--- config.mk ---
export PLATFORM = sky130hd
export DESIGN_NAME = ppd_seg
export DESIGN_NICKNAME = d
export VERILOG_FILES = /design/src/ppd_pkg.sv /design/src/ppd_seg.sv
export SDC_FILE = /design/constraint.sdc
export NUM_CORES = 2
export LEC_CHECK = 0
export BUFFER_PORTS_ARGS = -buffer_cell sky130_fd_sc_hd__buf_2
export CAP_MARGIN = 20
export CORE_MARGIN = 4
export CORE_UTILIZATION = 59
export CTS_CLUSTER_DIAMETER = 60
export CTS_CLUSTER_SIZE = 30
export DETAILED_ROUTE_END_ITERATION = 8
export PLACE_DENSITY = 0.73
export SETUP_SLACK_MARGIN = 0.5
export SLEW_MARGIN = 10
export SYNTH_ARGS = -nofsm -noshare
export SYNTH_HDL_FRONTEND = slang
export SYNTH_SLANG_ARGS = --single-unit
export TNS_END_PERCENT = 100
--- constraint.sdc ---
create_clock -name clk -period 19.4 [get_ports clk]
set_input_delay 1.94 -clock clk [delete_from_list [all_inputs] [get_ports clk]]
set_output_delay 1.94 -clock clk [all_outputs]
set_load 0.1 [all_outputs]
--- src/ppd_pkg.sv ---
// Package: shared types and constants for the polyline point distance block.
`default_nettype none
package ppd_pkg;

	// Field widths
	localparam int CO_W  = 24;   // coordinate, Q.8 signed
	localparam int PT_W  = 25;   // stored point plus offset
	localparam int DF_W  = 26;   // coordinate difference
	localparam int DSQ_W = 54;   // squared distance, Q.16
	localparam int RT_W  = 27;   // root of a squared distance
	localparam int DS_W  = 25;   // distance output width

	// Request codes
	localparam logic [1:0] REQ_CLEAR  = 2'd0;
	localparam logic [1:0] REQ_APPEND = 2'd1;
	localparam logic [1:0] REQ_QUERY  = 2'd2;

	// Path status codes
	localparam logic [1:0] STAT_NORMAL = 2'd0;
	localparam logic [1:0] STAT_EMPTY  = 2'd1;
	localparam logic [1:0] STAT_SINGLE = 2'd2;

	localparam logic [DS_W-1:0] DIST_MAX = {DS_W{1'b1}};

	typedef struct packed {
		logic [1:0]             req_type;
		logic signed [CO_W-1:0] coord_x;
		logic signed [CO_W-1:0] coord_y;
	} ppd_in_t;

	typedef struct packed {
		logic [DS_W-1:0] distance;
		logic [1:0]      path_status;
	} ppd_out_t;

endpackage
`default_nettype wire

--- src/ppd_seg.sv ---
// Segment unit: squared distance from a position to one segment.
`default_nettype none
module ppd_seg (
	input  wire logic                          clk,
	input  wire logic                          arst_n,
	input  wire logic                          start,
	input  wire logic signed [ppd_pkg::CO_W-1:0] qx,
	input  wire logic signed [ppd_pkg::CO_W-1:0] qy,
	input  wire logic signed [ppd_pkg::PT_W-1:0] p1x,
	input  wire logic signed [ppd_pkg::PT_W-1:0] p1y,
	input  wire logic signed [ppd_pkg::PT_W-1:0] p2x,
	input  wire logic signed [ppd_pkg::PT_W-1:0] p2y,
	output logic                               done,
	output logic [ppd_pkg::DSQ_W-1:0]          dsq
);
	import ppd_pkg::*;

	typedef enum logic [2:0] {S_IDLE, S_DIFF, S_MUL, S_DEC, S_DIV} phase_t;

	localparam int SQ_W = 2 * DSQ_W - 2;   // 106-bit square of the cross product
	localparam int QW   = DSQ_W - 1;       // quotient bits
	localparam logic [3:0] ST_LAST = 4'd14;
	localparam logic [5:0] DIV_LAST = 6'(QW - 1);

	phase_t phase_q;
	logic [3:0] st_q;
	logic [5:0] cnt_q;

	logic signed [DF_W-1:0] ax_q, ay_q, cx_q, cy_q, bx_q, by_q;
	logic signed [DSQ_W-1:0] dot_q, len_q, da_q, db_q, cross_q;
	logic signed [55:0] prod_q;
	logic [SQ_W-1:0] sq_q;
	logic [QW-1:0] rem_q, lo_q, quo_q;

	logic signed [27:0] mul_a, mul_b;
	logic signed [55:0] prod;
	logic signed [DSQ_W-1:0] cross_abs, pe;
	logic [QW-1:0] m;
	logic [DSQ_W-1:0] r2, r2_sub;

	// Magnitude of the cross product, split into halves for squaring
	assign cross_abs = cross_q[DSQ_W-1] ? -cross_q : cross_q;
	assign m = cross_abs[QW-1:0];

	// Shared multiplier operand selection
	always_comb begin
		mul_a = '0;
		mul_b = '0;
		case (st_q)
			4'd0:  begin mul_a = {{2{ax_q[DF_W-1]}}, ax_q}; mul_b = {{2{cx_q[DF_W-1]}}, cx_q}; end
			4'd1:  begin mul_a = {{2{ay_q[DF_W-1]}}, ay_q}; mul_b = {{2{cy_q[DF_W-1]}}, cy_q}; end
			4'd2:  begin mul_a = {{2{cx_q[DF_W-1]}}, cx_q}; mul_b = {{2{cx_q[DF_W-1]}}, cx_q}; end
			4'd3:  begin mul_a = {{2{cy_q[DF_W-1]}}, cy_q}; mul_b = {{2{cy_q[DF_W-1]}}, cy_q}; end
			4'd4:  begin mul_a = {{2{ax_q[DF_W-1]}}, ax_q}; mul_b = {{2{ax_q[DF_W-1]}}, ax_q}; end
			4'd5:  begin mul_a = {{2{ay_q[DF_W-1]}}, ay_q}; mul_b = {{2{ay_q[DF_W-1]}}, ay_q}; end
			4'd6:  begin mul_a = {{2{bx_q[DF_W-1]}}, bx_q}; mul_b = {{2{bx_q[DF_W-1]}}, bx_q}; end
			4'd7:  begin mul_a = {{2{by_q[DF_W-1]}}, by_q}; mul_b = {{2{by_q[DF_W-1]}}, by_q}; end
			4'd8:  begin mul_a = {{2{ax_q[DF_W-1]}}, ax_q}; mul_b = {{2{cy_q[DF_W-1]}}, cy_q}; end
			4'd9:  begin mul_a = {{2{ay_q[DF_W-1]}}, ay_q}; mul_b = {{2{cx_q[DF_W-1]}}, cx_q}; end
			4'd11: begin mul_a = {1'b0, m[26:0]}; mul_b = {1'b0, m[26:0]}; end
			4'd12: begin mul_a = {1'b0, m[26:0]}; mul_b = {2'b00, m[QW-1:27]}; end
			4'd13: begin mul_a = {2'b00, m[QW-1:27]}; mul_b = {2'b00, m[QW-1:27]}; end
			default: begin mul_a = '0; mul_b = '0; end
		endcase
	end

	assign prod = mul_a * mul_b;
	assign pe = prod_q[DSQ_W-1:0];

	// One restoring division step
	assign r2 = {rem_q, lo_q[QW-1]};
	assign r2_sub = r2 - len_q;

	// Sequencer, accumulators and divider
	always_ff @(posedge clk or negedge arst_n) begin
		if (!arst_n) begin
			phase_q <= S_IDLE;
			st_q    <= '0;
			cnt_q   <= '0;
			done    <= 1'b0;
		end else begin
			done <= 1'b0;
			case (phase_q)
				S_IDLE: begin
					if (start) begin
						phase_q <= S_DIFF;
					end
				end
				S_DIFF: begin
					ax_q <= {{2{qx[CO_W-1]}}, qx} - {p1x[PT_W-1], p1x};
					ay_q <= {{2{qy[CO_W-1]}}, qy} - {p1y[PT_W-1], p1y};
					cx_q <= {p2x[PT_W-1], p2x} - {p1x[PT_W-1], p1x};
					cy_q <= {p2y[PT_W-1], p2y} - {p1y[PT_W-1], p1y};
					bx_q <= {{2{qx[CO_W-1]}}, qx} - {p2x[PT_W-1], p2x};
					by_q <= {{2{qy[CO_W-1]}}, qy} - {p2y[PT_W-1], p2y};
					st_q <= '0;
					phase_q <= S_MUL;
				end
				S_MUL: begin
					prod_q <= prod;
					case (st_q)
						4'd1:  dot_q   <= pe;
						4'd2:  dot_q   <= dot_q + pe;
						4'd3:  len_q   <= pe;
						4'd4:  len_q   <= len_q + pe;
						4'd5:  da_q    <= pe;
						4'd6:  da_q    <= da_q + pe;
						4'd7:  db_q    <= pe;
						4'd8:  db_q    <= db_q + pe;
						4'd9:  cross_q <= pe;
						4'd10: cross_q <= cross_q - pe;
						4'd12: sq_q    <= {{(SQ_W-DSQ_W){1'b0}}, prod_q[DSQ_W-1:0]};
						4'd13: sq_q    <= sq_q + {{(SQ_W-82){1'b0}}, prod_q[53:0], 28'd0};
						4'd14: sq_q    <= sq_q + {prod_q[51:0], 54'd0};
						default: ;
					endcase
					if (st_q == ST_LAST) begin
						phase_q <= S_DEC;
					end
					st_q <= st_q + 4'd1;
				end
				S_DEC: begin
					// Fraction clamped at zero, at one, or interior
					if (dot_q[DSQ_W-1] || dot_q == '0) begin
						dsq <= da_q;
						done <= 1'b1;
						phase_q <= S_IDLE;
					end else if (dot_q >= len_q) begin
						dsq <= db_q;
						done <= 1'b1;
						phase_q <= S_IDLE;
					end else begin
						rem_q <= sq_q[SQ_W-1:QW];
						lo_q  <= sq_q[QW-1:0];
						cnt_q <= '0;
						phase_q <= S_DIV;
					end
				end
				S_DIV: begin
					if (r2 >= len_q) begin
						rem_q <= r2_sub[QW-1:0];
						quo_q <= {quo_q[QW-2:0], 1'b1};
					end else begin
						rem_q <= r2[QW-1:0];
						quo_q <= {quo_q[QW-2:0], 1'b0};
					end
					lo_q  <= {lo_q[QW-2:0], 1'b0};
					cnt_q <= cnt_q + 6'd1;
					if (cnt_q == DIV_LAST) begin
						dsq <= {1'b0, quo_q[QW-2:0], (r2 >= len_q)};
						done <= 1'b1;
						phase_q <= S_IDLE;
					end
				end
				default: phase_q <= S_IDLE;
			endcase
		end
	end

endmodule
`default_nettype wire

==> flow_metrics.py <==
metrics = {
    "route": {
        "via_per_inst": 6.28,
        "wl_per_cell_um": 24.6,
        "drt-pass1-iter-count": 6,
        "drc": 0,
        "routed_wl_mm": 303,
        "ant_nets": 0,
        "vias": 77317,
        "drt-initial-drc-count": 7685,
    },
    "logic_synthesis": {
        "synthesis.nets": 11879,
        "async_reset_ff_frac": 0.0172,
        "syn-mean-instance-area_um2": 9.10,
        "syn_inst": 10094,
        "synth-seq-cells": 812,
        "synth_top_family_by_area": "adder cells",
        "synth-main-ff-cell": "edfxtp_1",
        "netlist_area_um2": 91900,
        "synthSimpleGateAreaFrac": 0.144,
        "yosysSeqAreaShare": 0.265,
        "synth_compound_area_frac": 0.172,
        "post_synth_fa_ha_maj_area_fraction": 0.289,
        "ys_types": 88,
        "synth_xor_area_frac": 0.0572,
        "synth_edf_count": 798,
        "yosys_warnings": 0,
        "muxShareOfSynthArea": 0.00882,
    },
    "placement": {
        "dp_hpwl_mm": 229,
        "io_buffers": 205,
        "placedCellCount": 12121,
        "gp_congestion": 1.01,
    },
    "timing": {
        "tightest_slew_ns": 1.22,
        "max_freq_mhz": 81.6,
        "slew_headroom": 0.186,
        "timing.setup.tns_ns": 0,
        "fin_crit_ns": 12.26,
        "clock_skew_ns": 0.0697,
        "slew_viol_final": 0,
        "grt_setup_unrepaired": "no",
        "hold_viol": 0,
        "setup_viol": 0,
        "fin_crit_sh": 0.632,
    },
    "floorplan": {
        "start_util": 0.595,
        "fp-row-count": 144,
        "die_h_um": 403,
        "die_x_um": 403,
        "coreArea_um2": 154000,
        "ios": 206,
        "die-area_um2": 162000,
    },
    "clock_tree": {
        "cts_buffers": 97,
        "cts_root_buf": "clkbuf_16",
        "cts_hold_buf": 0,
        "clock_latency_ns": 0.76,
        "clockBufferDepth": 3,
        "post_cts_buffers": 0,
        "htree_levels": 3,
        "cts.clk_slew.worst_paths_ns": 0.07,
        "cts_resized": 0,
        "cts_tree": "done",
        "numClockSinks": 812,
    },
    "global_route": {
        "grt_pass1_wl_mm": 458,
        "grt_pass1_vias": 77653,
        "grt_usage": 0.369,
        "grt-ovfl-total": 0,
        "antenna_found_initial": 15,
        "grt_max_degree": 157,
    },
    "job": {
        "max_cap_viol_count": 0,
    },
    "cells_and_area": {
        "area_delta_synth_final_pct": 7.81,
        "nets": 11964,
        "fin_cells": 12321,
        "num-fill-cells": 12810,
        "drive_above_1_share": 0.0680,
    },
    "setup_path": {
        "slowest_stage": "o221a_2",
        "crit_required_ns": 19.85,
        "ff2ff_setup_slack_ns": 7.14,
        "critical_path.max_stage_delay_ns": 0.90,
        "reg2reg_to": "prod_q[53]",
        "cpMostUsedCell": "fa_1",
        "startpoint_type": "flip-flop",
        "r2r_cells": 37,
        "endpoint_kind": "flip-flop",
        "critPathArrivalTime_ns": 12.71,
        "worstPathMaxFanout": 28,
        "path_class": "reg2reg",
        "reg2reg_from": "cross_q[14]",
    },
    "worst_hold_path": {
        "min_path_type": "reg2reg",
        "hold-path-cell-count": 0,
        "worstHoldStart": "quo_q[0]",
        "min_to": "quo_q[1]",
    },
    "outcome": {
        "status": "completed",
    },
}
synth_stat cells (18+ instances only):
library cell / count / area [um2]
a21boi_0: 43 / 323
a221o_1: 20 / 200
clkbuf_1: 322 / 1210
a221oi_1: 46 / 403
a31oi_1: 59 / 369
a211oi_1: 53 / 398
fa_1: 819 / 16400
nand2b_1: 133 / 832
o21bai_1: 86 / 646
nand3_1: 119 / 596
buf_1: 43 / 161
or2_2: 41 / 257
nand2_1: 1184 / 4440
mux2i_1: 72 / 721
nor4_1: 32 / 200
o211ai_1: 30 / 225
o221a_2: 32 / 360
or3_1: 53 / 332
inv_1: 1195 / 4490
o22ai_1: 53 / 332
and2_1: 66 / 413
nand4_1: 88 / 551
and3_1: 71 / 444
ha_1: 815 / 10200
o21a_1: 78 / 586
nor3_1: 128 / 641
nor2b_1: 107 / 669
a31o_2: 18 / 158
o21ai_0: 698 / 3490
o31ai_1: 45 / 338
a22oi_1: 72 / 541
a21o_1: 369 / 2770
nor2_1: 855 / 3210
edfxtp_1: 798 / 24000
a21oi_1: 531 / 2660
xnor2_1: 332 / 2910
o221ai_1: 34 / 298
xor2_1: 268 / 2350
state kept, by name, summed over array words and instances, names as in the netlist, 52 cells and up:
signal	count
sq_q	106
db_q	54
quo_q	52
rem_q	53
prod_q	54
da_q	54
dot_q	54
cross_q	54
dsq	54
lo_q	53
len_q	54
critical path, delay by kind of cell (launching register included):
family	cells	cell delay, ns
adder cells (fa/ha/maj)	9	4.15
AO/OA/AOI/OAI	12	4.00
AND/OR/NAND/NOR	9	2.59
flip-flops	1	0.48
buffers and inverters	5	0.41
XOR/XNOR	2	0.33
layer usage:
layer	track usage	share of wire
met3	0.0643	0.087
met4	0.244	0.080
met5	0	0.00019
met1	0.447	0.37
met2	0.607	0.46
through the flow:
| step | hold WS [ns] | util | cell area (um2) | worst slack, ns |
|---|---|---|---|---|
| 2_1_floorplan | 0.426 | - | 91900 | 1.71 |
| 3_3_place_gp | 0.429 | 0.618 | 95500 | 7.53 |
| 3_5_place_dp | 0.431 | 0.618 | 95500 | 7.31 |
| 4_1_cts | 0.447 | 0.641 | 99000 | 7.24 |
| 5_1_grt | 0.456 | 0.641 | 99000 | 6.55 |
| 6_report | 0.445 | 0.642 | 99100 | 7.14 |
cells in the final DEF (no fill, tap or decap), types with 77 or more instances in the layout:
master     netlist  layout
inv_1         1195    1193
nand2_1       1184    1177
nor2_1         855     850
fa_1           819     819
ha_1           815     815
edfxtp_1       798     798
o21ai_0        698     698
a21oi_1        531     528
a21o_1         369     369
xnor2_1        332     332
xor2_1         268     268
buf_2            7     205
buf_4            1     152
nand2b_1       133     133
nor3_1         128     126
nand3_1        119     119
nor2b_1        107     106
clkbuf_16        0      97
nand4_1         88      88
o21bai_1        86      86
o21a_1          78      77
worst max path at each step:
stage / from / to / slack [ns]
finish: cross_q[14] / prod_q[53] / 7.14
global route: cross_q[14] / prod_q[53] / 6.55
CTS: cross_q[14] / prod_q[53] / 7.24
global placement: cross_q[14] / prod_q[53] / 7.53
floorplan: arst_n / ax_q[0] / 1.71
detailed placement: cross_q[14] / prod_q[53] / 7.31
cell type report:
| class | instances | area (um2) | area share |
|---|---|---|---|
| Inverter | 1196 | 4490 | 0.0453 |
| Clock buffer | 101 | 2440 | 0.0247 |
| Timing Repair Buffer | 360 | 2230 | 0.0225 |
| Clock inverter | 82 | 1040 | 0.0105 |
| Antenna cell | 14 | 35.0 | 0.000354 |
| Tap cell | 2044 | 2560 | 0.0258 |
| Sequential cell | 812 | 24300 | 0.245 |
| Multi-Input combinational cell | 7712 | 62000 | 0.625 |
cell families (layout without fill, tap and decap cells):
family,after synthesis,after routing
adders and majority gates,1634,1634
other,0,14
buffers and inverters,1570,1739
xor gates and xnor gates,600,600
AOI/OAI and AO/OA,2450,2450
and+or+nand+nor,2948,2948
DFF,812,812
muxes,80,80
Power is not shown: default switching activity piles up to over one toggle a cycle in this logic, so the estimate is an artifact.
