File: src/ppd_pkg.sv
// Package: shared types and constants for the polyline point distance block.
`default_nettype none
package ppd_pkg;

	// Field widths
	localparam int CO_W  = 24;   // coordinate, Q.8 signed
	localparam int PT_W  = 25;   // stored point plus offset
	localparam int DF_W  = 26;   // coordinate difference
	localparam int DSQ_W = 54;   // squared distance, Q.16
	localparam int RT_W  = 27;   // root of a squared distance
	localparam int DS_W  = 25;   // distance output width

	// Request codes
	localparam logic [1:0] REQ_CLEAR  = 2'd0;
	localparam logic [1:0] REQ_APPEND = 2'd1;
	localparam logic [1:0] REQ_QUERY  = 2'd2;

	// Path status codes
	localparam logic [1:0] STAT_NORMAL = 2'd0;
	localparam logic [1:0] STAT_EMPTY  = 2'd1;
	localparam logic [1:0] STAT_SINGLE = 2'd2;

	localparam logic [DS_W-1:0] DIST_MAX = {DS_W{1'b1}};

	typedef struct packed {
		logic [1:0]             req_type;
		logic signed [CO_W-1:0] coord_x;
		logic signed [CO_W-1:0] coord_y;
	} ppd_in_t;

	typedef struct packed {
		logic [DS_W-1:0] distance;
		logic [1:0]      path_status;
	} ppd_out_t;

endpackage
`default_nettype wire

File: src/ppd_sqrt.sv
// Integer square root, one result bit per cycle.
`default_nettype none
module ppd_sqrt (
	input  wire logic                     clk,
	input  wire logic                     arst_n,
	input  wire logic                     start,
	input  wire logic [ppd_pkg::DSQ_W-1:0] radicand,
	output logic                          done,
	output logic [ppd_pkg::RT_W-1:0]      root
);
	import ppd_pkg::*;

	localparam logic [4:0] LAST = 5'(RT_W - 1);

	logic busy_q;
	logic [4:0] cnt_q;
	logic [DSQ_W-1:0] v_q, res_q, bit_q, trial;

	assign trial = res_q + bit_q;
	assign root = res_q[RT_W-1:0];

	// Digit-by-digit root
	always_ff @(posedge clk or negedge arst_n) begin
		if (!arst_n) begin
			busy_q <= 1'b0;
			cnt_q  <= '0;
			done   <= 1'b0;
		end else begin
			done <= 1'b0;
			if (!busy_q) begin
				if (start) begin
					v_q    <= radicand;
					res_q  <= '0;
					bit_q  <= {2'b01, {(DSQ_W-2){1'b0}}};
					cnt_q  <= '0;
					busy_q <= 1'b1;
				end
			end else begin
				if (v_q >= trial) begin
					v_q   <= v_q - trial;
					res_q <= (res_q >> 1) + bit_q;
				end else begin
					res_q <= res_q >> 1;
				end
				bit_q <= bit_q >> 2;
				cnt_q <= cnt_q + 5'd1;
				if (cnt_q == LAST) begin
					busy_q <= 1'b0;
					done   <= 1'b1;
				end
			end
		end
	end

endmodule
`default_nettype wire

File: config.mk
export PLATFORM = sky130hd
export DESIGN_NAME = ppd_sqrt
export DESIGN_NICKNAME = d
export VERILOG_FILES = /design/src/ppd_pkg.sv /design/src/ppd_sqrt.sv
export SDC_FILE = /design/constraint.sdc
export NUM_CORES = 1
export LEC_CHECK = 0
export ABC_AREA = 0
export BUFFER_PORTS_ARGS = -buffer_cell sky130_fd_sc_hd__buf_4
export CAP_MARGIN = 20
export CORE_ASPECT_RATIO = 1.2
export CORE_MARGIN = 10
export CORE_UTILIZATION = 45
export CTS_BUF_LIST = sky130_fd_sc_hd__clkbuf_2
export CTS_CLUSTER_DIAMETER = 30
export DETAILED_ROUTE_END_ITERATION = 16
export GPL_TIMING_DRIVEN = 0
export SETUP_SLACK_MARGIN = 0.2
export SLEW_MARGIN = 20
export SYNTH_ARGS = -nofsm -noshare
export SYNTH_HDL_FRONTEND = slang
export SYNTH_SLANG_ARGS = --single-unit
File: constraint.sdc
create_clock -name clk -period 8.98 [get_ports clk]
set_input_delay 0.449 -clock clk [delete_from_list [all_inputs] [get_ports clk]]
set_output_delay 0.449 -clock clk [all_outputs]
set_load 0.02 [all_outputs]
==> results of run 1 <==
-- layer usage --
layer	vias up	wire length, um
li1	7293	-
met1	7109	20800
met2	396	27000
met3	83	1970
met4	0	1570
met5	-	0
-- repair_timing --
item | in CTS | in global routing
hold buffers | 57 | 0
endpoints found under the hold margin | 70 | 0
buffers inserted | 0 | 3
gates resized for setup | 0 | 2
setup endpoints to repair | 0 | 61
-- synthesized netlist by cell type (10+ instances only) --
master / instances / area, um2
nand2_1: 209 / 785
a21oi_1: 207 / 1040
edfxtp_1: 162 / 4860
ha_1: 162 / 2030
nor2_1: 107 / 402
a21o_1: 103 / 773
o21ai_0: 96 / 480
clkbuf_1: 89 / 334
xnor2_1: 84 / 736
nand3_1: 60 / 300
and2_1: 59 / 369
xor2_1: 54 / 473
nand4_1: 47 / 294
mux2_2: 43 / 484
inv_1: 38 / 143
o21bai_1: 32 / 240
buf_4: 27 / 203
a31oi_1: 26 / 163
nor3_1: 24 / 120
a211oi_1: 21 / 158
o21a_1: 20 / 150
nand2b_1: 17 / 106
o211ai_1: 16 / 120
and3_1: 14 / 87.6
nor2b_1: 14 / 87.6
o31ai_1: 10 / 75.1
-- per-stage QoR --
step | setup TNS (ps) | instance area [um2] | setup slack (ps)
2_1_floorplan | 0 | 16300 | 1560
3_3_place_gp | -128170 | 17500 | -2180
3_5_place_dp | 0 | 17600 | 466
4_1_cts | 0 | 18400 | 353
5_1_grt | 0 | 18500 | 629
6_report | 0 | 18500 | 924
-- path summary, 6_finish.rpt --
path | start | endpoint | slack (ps) | depth (start not counted)
min | arst_n | bit_q[52]$_SDFFCE_PP0P_ | 310 | 2
max in group asynchronous | arst_n | busy_q$_DFF_PN0_ | 8200 | 3
max | res_q[0]$_SDFFCE_PN0P_ | v_q[43]$_DFFE_PP_ | 920 | 24
min in group asynchronous | arst_n | cnt_q[1]$_DFFE_PN0N_ | 510 | 3
min reg2reg | cnt_q[4]$_DFFE_PN0N_ | cnt_q[4]$_DFFE_PN0N_ | 510 | 1
max reg2reg | res_q[0]$_SDFFCE_PN0P_ | v_q[43]$_DFFE_PP_ | 920 | 24
-- worst reg2reg max path: stages, from the launching register on --
cell and delay (ps):
edfxtp_1 490, ha_1 250, fa_1 430, a211oi_1 230
o21bai_1 160, o21ai_0 460, a2111oi_0 200, nor3_1 550
a31oi_1 280, a31oi_1 440, o21ai_0 260, a31oi_1 250
xor2_1 320, ha_1 170, clkbuf_1 260, nand4_1 260
nor4_2 620, nand4_1 270, o31a_1 330, o221a_2 150
o41ai_4 50, buf_4 320, buf_2 380, o21a_4 310
buf_16 260
-- state kept, by name, summed over array words and instances, names as in the netlist --
name / flops
res_q: 54
bit_q: 54
done: 1
busy_q: 1
v_q: 54
cnt_q: 5
-- logic make-up after synthesis --
family                     after synthesis  share of synthesized area, %
muxes                                   45                          3.10
and+or+nand+nor                        585                          17.3
DFF                                    169                          31.0
adders and majority gates              165                          12.8
xor gates and xnor gates               138                          7.44
buffers and inverters                  159                          4.30
AOI/OAI and AO/OA                      610                          24.0
-- area by class of cell --
| type | instances | area, um2 | area share [%] |
|---|---|---|---|
| Buffer | 119 | 549 | 2.97 |
| Sequential cell | 169 | 5040 | 27.3 |
| Timing Repair Buffer | 149 | 1350 | 7.29 |
| Multi-Input combinational cell | 1543 | 10500 | 57.1 |
| Clock inverter | 15 | 170 | 0.921 |
| Inverter | 39 | 146 | 0.793 |
| Antenna cell | 1 | 2.50 | 0.0136 |
| Tap cell | 468 | 586 | 3.17 |
| Clock buffer | 17 | 85.1 | 0.461 |
-- cells in the final DEF (no fill, tap or decap), drive strengths merged, types with 54 or more instances in the layout --
cell           n
dlygate4sd3   57
xnor2         84
nand2        209
clkbuf       105
nor2         107
buf          123
and2          59
a21oi        207
ha           162
nand3         60
edfxtp       162
o21ai         97
xor2          54
a21o         103
==> out/qor.yml, run 1 <==
critPathBufInv: 4
routed_wl_um: 51400
grt.total_usage_pct: 22.6
relSlewSlack_pct: 23.7
dpl.cell_count: 2428
synth_nets: 2093
use_met1_pct: 25.7
die_h_um: 228
path_cells: "ha_1 > fa_1 > a211oi_1 > o21bai_1 > o21ai_0 > a2111oi_0 > nor3_1 > a31oi_1 > a31oi_1 > o21ai_0 > a31oi_1 > xor2_1 > ha_1 > clkbuf_1 > nand4_1 > nor4_2 > nand4_1 > o31a_1 > o221a_2 > o41ai_4 > buf_4 > buf_2 > o21a_4 > buf_16"
grtUsageMet3_pct: 2.64
vias: 14900
finalCriticalPeriod_ps: 8060
die_area_um2: 44200
tritoncts: "done"
critPathMaxStageDelay_ps: 620
busiest_layer: "met2"
period_share_pct: 89.7
clock_latency_ps: 920
tightest_slew_ps: 1140
area_growth_pct: 13.6
endpoint_kind: "register"
grt_max_degree: 46
fillers: 3490
cpLargestDelayFamily: "compound AO/OA/AOI/OAI gates"
die_x_um: 193
holdCritPathClass: "in -> reg"
cp_max_fo: 45
yosys_warnings: 0
rows: 76
nets: 2260
async_flop_share_pct: 4.14
grt_use_met2_pct: 42.3
finalClockSkew_ps: 52.2
avgRoutedWirePerCell_um: 20.4
timing.max_cap.violations: 0
coreArea_um2: 35800
cp_common_cell: "a31oi_1"
ant_nets: 0
final_layout_size_suffix_gt1_share_pct: 10.4
io_buffers: 84
ys_seq_area_share_pct: 31.0
timing.fmax_ghz: 0.124
path_clk_slew_ps: 320
synth-main-ff-cell: "edfxtp_1"
ys_types: 70
finalSetupViolCount: 0
firstDrtPassIters: 6
whs_ps: 313
worstSetupPathType: "reg -> reg"
cp-start-kind: "register"
ys_seq_elements: 169
rsz0062_at_grt: "no"
htreeDepth: 4
critPathArrivalTime_ps: 8670
slowest_stage: "nor4_2"
start_util_pct: 45.5
slew_violations: 0
grt_antenna_before_repair: 2
dp_hpwl_um: 40700
status: "completed"
cts_buffers: 17
fin_cells: 2520
ioPinCount: 85
cts_buffer_depth: 2
crit_required_ps: 9590
viasPerCell: 5.91
hold_violations: 0
synthCells: 1871
grt_remaining_overflow: 0
syn-cell-area_um2: 16300
globalplace.congestion: 0.915
grt_pass1_vias: 14900
final_core_util_pct: 51.7
cts_root_buf: "clkbuf_2"
synth.avg_cell_area_um2: 8.69
grt_pass1_wl_um: 80900
drc_errors: 0
clock_sinks: 169
synth_edf_count: 162
drtIter0Drc: 994
Power of run 1 is left out: the tool's default activity adds up to more than one toggle a clock period on the data nets, which glitch-free logic cannot reach.
==> run 2: changes to the inputs <==
Settings changed: MAX_ROUTING_LAYER from default to met4.
==> run 2 against run 1 <==
Wire length up 0.63%. Via count shrank 0.42%. First-iteration DRC count up 8.8%. Non-clock buffer count did not move. Core utilization is 0.12 points higher. Sequential cell count unchanged. Global-route usage up 0.83 points. Maximum frequency shrank 0.20%. Worst hold slack worse by 41 ps. Critical path depth grew 1. Die area stayed put. Final cell count grew 0.12%.
==> out/qor.yml, run 2 (synthesis results as in run 1) <==
viasPerCell: 5.87  # was 5.91
ant_nets: 0  # unchanged
multi_input_area_um2: 10600  # was 10500 um2
whs_ps: 272  # was 313 ps
die_x_um: 193  # unchanged
worstSetupPathType: "reg -> reg"  # unchanged
grt_pass1_wl_um: 81100  # was 80900 um
dp_hpwl_um: 40700  # about the same
rows: 76  # unchanged
ioPinCount: 85  # unchanged
finalSetupViolCount: 0  # unchanged
grt_pass1_vias: 14700  # was 14900
holdPathEnd: "bit_q[53]$_SDFFCE_PP0P_"  # was bit_q[52]$_SDFFCE_PP0P_
avgRoutedWirePerCell_um: 20.5  # was 20.4 um
finalCriticalPeriod_ps: 8070  # was 8060 ps
holdCritPathClass: "in -> reg"  # unchanged
fillers: 3539  # was 3490
reg.largest.list: "bit_q (54), res_q (54), v_q (54)"  # unchanged
drtIter0Drc: 1081  # was 994
cpLargestDelayFamily: "compound AO/OA/AOI/OAI gates"  # unchanged
routed_wl_um: 51700  # was 51400 um
fin_cells: 2523  # was 2520
status: "completed"  # unchanged
area_growth_pct: 13.9  # was 13.6%
tightest_slew_ps: 1150  # was 1140 ps
coreArea_um2: 35800  # unchanged
relSlewSlack_pct: 23.5  # was 23.7%
tritoncts: "done"  # unchanged
fin_tns_setup_ps: 0  # unchanged
die_area_um2: 44200  # unchanged
rsz0062_at_grt: "no"  # unchanged
die_h_um: 228  # unchanged
hold_violations: 0  # unchanged
endpoint_kind: "register"  # unchanged
nets: 2260  # unchanged
grt_max_degree: 41  # was 46
clock_latency_ps: 960  # was 920 ps
hp-start: "arst_n"  # unchanged
slew_violations: 0  # unchanged
critPathArrivalTime_ps: 8720  # was 8670 ps
path_clk_slew_ps: 330  # was 320 ps
dpl.cell_count: 2428  # unchanged
firstDrtPassIters: 6  # unchanged
r2r-end: "v_q[47]$_DFFE_PP_"  # was v_q[43]$_DFFE_PP_
globalplace.congestion: 0.931  # was 0.915
cp_max_fo: 40  # was 45
cp-start-kind: "register"  # unchanged
rrSetupSlack_ps: 910  # was 920 ps
slowest_stage: "o21ai_0"  # was nor4_2
grt.total_usage_pct: 23.5  # was 22.6%
final_layout_size_suffix_gt1_share_pct: 10.5  # was 10.4%
clock_sinks: 169  # unchanged
cts_root_buf: "clkbuf_2"  # unchanged
whs_path_depth: 2  # unchanged
final_cell_mix: "nand2_1 (209), a21oi_1 (207), ha_1 (162), edfxtp_1 (162), buf_4 (113)"  # was nand2_1 (209), a21oi_1 (207), ha_1 (162), edfxtp_1 (162), buf_4 (114)
htreeDepth: 4  # unchanged
drc_errors: 0  # unchanged
io_buffers: 84  # unchanged
ff_latch_area_um2: 5040  # unchanged
critPathMaxStageDelay_ps: 530  # was 620 ps
reg2reg_depth: 25  # was 24
final_common_cell: "nand2_1"  # unchanged
final_core_util_pct: 51.8  # was 51.7%
cts_buffer_depth: 2  # unchanged
grt_remaining_overflow: 0  # unchanged
grt_antenna_before_repair: 3  # was 2
crit_required_ps: 9630  # was 9590 ps
period_share_pct: 89.9  # was 89.7%
finalClockSkew_ps: 52.7  # was 52.2 ps
cp_common_cell: "a31oi_1"  # unchanged
cts_buffers: 17  # unchanged
r2r-start: "bit_q[0]$_DFFE_PP_"  # was res_q[0]$_SDFFCE_PN0P_
timing.fmax_ghz: 0.124  # about the same
vias: 14800  # was 14900
critPathBufInv: 5  # was 4
timing.max_cap.violations: 0  # unchanged
start_util_pct: 45.5  # unchanged
[run 2: worst max-delay path by stage]
stage,from,end,slack [ps],cells after the start
6_report,bit_q[0]$_DFFE_PP_,v_q[47]$_DFFE_PP_,910,25
5_1_grt,res_q[7]$_SDFFCE_PN0P_,v_q[50]$_DFFE_PP_,310,24
4_1_cts,bit_q[0]$_DFFE_PP_,v_q[47]$_DFFE_PP_,420,25
3_5_place_dp,bit_q[0]$_DFFE_PP_,v_q[10]$_DFFE_PP_,90,22
3_3_place_gp,busy_q$_DFF_PN0_,v_q[9]$_DFFE_PP_,-2340,4
2_1_floorplan,busy_q$_DFF_PN0_,v_q[0]$_DFFE_PP_,1560,4
[run 2: area by class of cell]
type,instances,area share (%)
well taps,468,3.16
flip-flops and latches,169,27.2
clock inverters,15,1.08
inverters,39,0.791
diodes,4,0.0541
multi-input cells,1543,57.0
plain buffers,120,2.99
repair buffers,148,7.19
clock buffers,17,0.460
[run 2: metal layers]
metal	global-route usage, %	routed length (um)	vias to the layer above
li1	-	-	7290
met1	25.8	21000	7132
met2	43.2	27600	334
met3	3.07	1960	63
met4	6.79	1200	0
met5	-	0	-
[run 2: timing repair]
action	4_1_cts	5_1_grt
buffers inserted	2	0
hold buffers	57	0
endpoints found under the setup margin	40	61
endpoints found under the hold margin	89	0
pin swaps	1	0
resized for setup	1	5
[run 2: metrics by stage]
stage / instance area (um2) / worst slack, ps
floorplan: 16300 / 1560
global placement: 17500 / -2340
detailed placement: 17600 / 88.2
CTS: 18500 / 425
global route: 18500 / 310
finish: 18500 / 908
Power of run 2 is left out for the same reason.
==> run 3: changes to the inputs <==
Settings changed: CORE_UTILIZATION 45 to 35.
==> run 3 against run 2 <==
Non-clock buffer count unchanged. Worst hold slack gained 59 ps. Critical path depth decreased by 1. Highest routed layer unchanged. Final cell count is 5.8% higher. Global-route usage shrank 5.1 points. Worst setup slack gained 180 ps. Cell area is 0.84% higher. Clock-buffer cell count is 1 higher. Clock skew decreased by 14 ps. Sequential share of layout area shrank 0.23 points. Register-to-register slack gained 180 ps.
==> out/qor.yml, run 3 (synthesis results as in run 1) <==
finalClockSkew_ps: 38.6  # was 52.7 ps
crit_required_ps: 9590  # was 9630 ps
cts_buffers: 17  # unchanged
start_util_pct: 35.4  # was 45.5%
period_share_pct: 87.9  # was 89.9%
cts_buffer_depth: 2  # unchanged
holdCritPathClass: "in -> reg"  # unchanged
reg.largest.list: "bit_q (54), res_q (54), v_q (54)"  # unchanged
critPathMaxStageDelay_ps: 600  # was 530 ps
relSlewSlack_pct: 31.6  # was 23.5%
clock_latency_ps: 900  # was 960 ps
final_layout_size_suffix_gt1_share_pct: 10.4  # was 10.5%
path_clk_slew_ps: 280  # was 330 ps
firstDrtPassIters: 5  # was 6
grt_max_degree: 38  # was 41
cts_root_buf: "clkbuf_2"  # unchanged
worstSetupPathType: "reg -> reg"  # unchanged
routed_wl_um: 50500  # was 51700 um
r2r-start: "bit_q[0]$_DFFE_PP_"  # unchanged
io_buffers: 84  # unchanged
die_area_um2: 55500  # was 44200 um2
vias: 14700  # was 14800
final_cell_mix: "nand2_1 (209), a21oi_1 (207), ha_1 (162), edfxtp_1 (162), buf_4 (114)"  # was nand2_1 (209), a21oi_1 (207), ha_1 (162), edfxtp_1 (162), buf_4 (113)
worst_slack_ps: 1090  # was 908 ps
cp_common_cell: "a31oi_1"  # unchanged
ioPinCount: 85  # unchanged
drc_errors: 0  # unchanged
cp_max_fo: 37  # was 40
final_common_cell: "nand2_1"  # unchanged
nets: 2260  # unchanged
htreeDepth: 4  # unchanged
grt_use_met2_pct: 33.1  # was 43.2%
place_ws_ps: 439  # was 88.2 ps
cp-start-kind: "register"  # unchanged
grt.total_usage_pct: 18.4  # was 23.5%
tritoncts: "done"  # unchanged
grt_pass1_wl_um: 79500  # was 81100 um
worstSetupStartpoint: "bit_q[0]$_DFFE_PP_"  # unchanged
die_x_um: 217  # was 193 um
rrSetupSlack_ps: 1090  # was 910 ps
hp-start: "arst_n"  # unchanged
slowest_stage: "nor4_2"  # was o21ai_0
ant_nets: 0  # unchanged
critPathArrivalTime_ps: 8500  # was 8720 ps
hold_violations: 0  # unchanged
viasPerCell: 5.51  # was 5.87
avgRoutedWirePerCell_um: 18.9  # was 20.5 um
area_growth_pct: 14.8  # was 13.9%
timing.max_cap.violations: 0  # unchanged
coreArea_um2: 45900  # was 35800 um2
endpoint_kind: "register"  # unchanged
grtUsageMet3_pct: 2.40  # was 3.07%
slew_violations: 0  # unchanged
busiest_layer: "met2"  # unchanged
finalCriticalPeriod_ps: 7890  # was 8070 ps
grt_remaining_overflow: 0  # unchanged
globalplace.congestion: 0.903  # was 0.931
path_cells: "ha_1 > fa_1 > a211oi_1 > o21bai_1 > o21ai_0 > a2111oi_0 > nor3_1 > a31oi_1 > a31oi_1 > o21ai_0 > a31oi_1 > xor2_1 > ha_1 > clkbuf_1 > nand4_1 > nor4_2 > nand4_1 > o31a_1 > o221a_2 > o41ai_4 > buf_4 > buf_2 > o21a_4 > buf_12"
use_met1_pct: 20.6  # was 25.8%
dp_hpwl_um: 40700  # about the same
grt_antenna_before_repair: 1  # was 3
die_h_um: 256  # was 228 um
rsz0062_at_grt: "no"  # unchanged
timing.fmax_ghz: 0.127  # was 0.124 GHz
finalSetupViolCount: 0  # unchanged
rows: 86  # was 76
clock_sinks: 169  # unchanged
drtIter0Drc: 998  # was 1081
status: "completed"  # unchanged
grt_pass1_vias: 14700  # about the same
tightest_slew_ps: 1030  # was 1150 ps
-- run 3: cell count changes in the layout (fill, tap and decap cells not counted), sizes merged --
cell    change
buf         +1
bufinv      +2
clkinv      -5
diode       -1
inv         +2
-- run 3: layout make-up --
| type | instances | area, um2 |
|---|---|---|
| Inverter | 39 | 146 |
| Clock buffer | 18 | 90.1 |
| Multi-Input combinational cell | 1543 | 10500 |
| Fill cell | 4721 | 27300 |
| Tap cell | 616 | 771 |
| Timing Repair Buffer | 149 | 1340 |
| Antenna cell | 3 | 7.51 |
| Buffer | 119 | 549 |
| Clock inverter | 14 | 185 |
| Sequential cell | 169 | 5040 |
-- run 3: path summary, 6_finish.rpt --
| path | to | depth (start not counted) |
|---|---|---|
| worst max-delay path | v_q[28]$_DFFE_PP_ | 24 |
| worst min-delay path | bit_q[52]$_SDFFCE_PP0P_ | 2 |
| worst max register to register | v_q[28]$_DFFE_PP_ | 24 |
| worst min register to register | cnt_q[4]$_DFFE_PN0N_ | 1 |
| max in group asynchronous | done$_DFF_PN0_ | 3 |
| min in group asynchronous | cnt_q[2]$_DFFE_PN0N_ | 3 |
-- run 3: critical path, delay by kind of cell, from the launching register on --
kind                       cells  cell delay [ps]
and+or+nand+nor                4             1700
xor gates and xnor gates       1              150
AOI/OAI and AO/OA             12             3090
DFF                            1              470
buffers and inverters          4             1190
adders and majority gates      3              950
-- run 3: per-stage QoR --
| stage | cell area, um2 | utilization [%] | hold slack [ps] | instances | TNS (ps) |
|---|---|---|---|---|---|
| finish | 18700 | 40.6 | 331 | 2670 | 0 |
| global route | 18700 | 40.6 | 263 | 2670 | 0 |
| global placement | 17700 | 38.4 | 280 | 2571 | -106390 |
| CTS | 18600 | 40.6 | 250 | 2665 | 0 |
| floorplan | 16300 | - | 153 | 1871 | 0 |
| detailed placement | 17800 | 38.7 | 284 | 2576 | 0 |
-- run 3: layer usage --
metal	routed length, um	part of all wire [%]	up-vias
met5	0	0	-
met4	1160	2.3	0
met3	1920	3.8	58
met2	26400	52	319
met1	21000	42	7071
li1	-	-	7277
-- run 3: repair_timing --
item | in CTS | in global routing
gates resized for setup | 0 | 1
hold buffers | 57 | 0
hold endpoints to repair | 70 | 0
endpoints found under the setup margin | 0 | 61
setup buffers | 0 | 3
Power of run 3 is left out for the same reason.
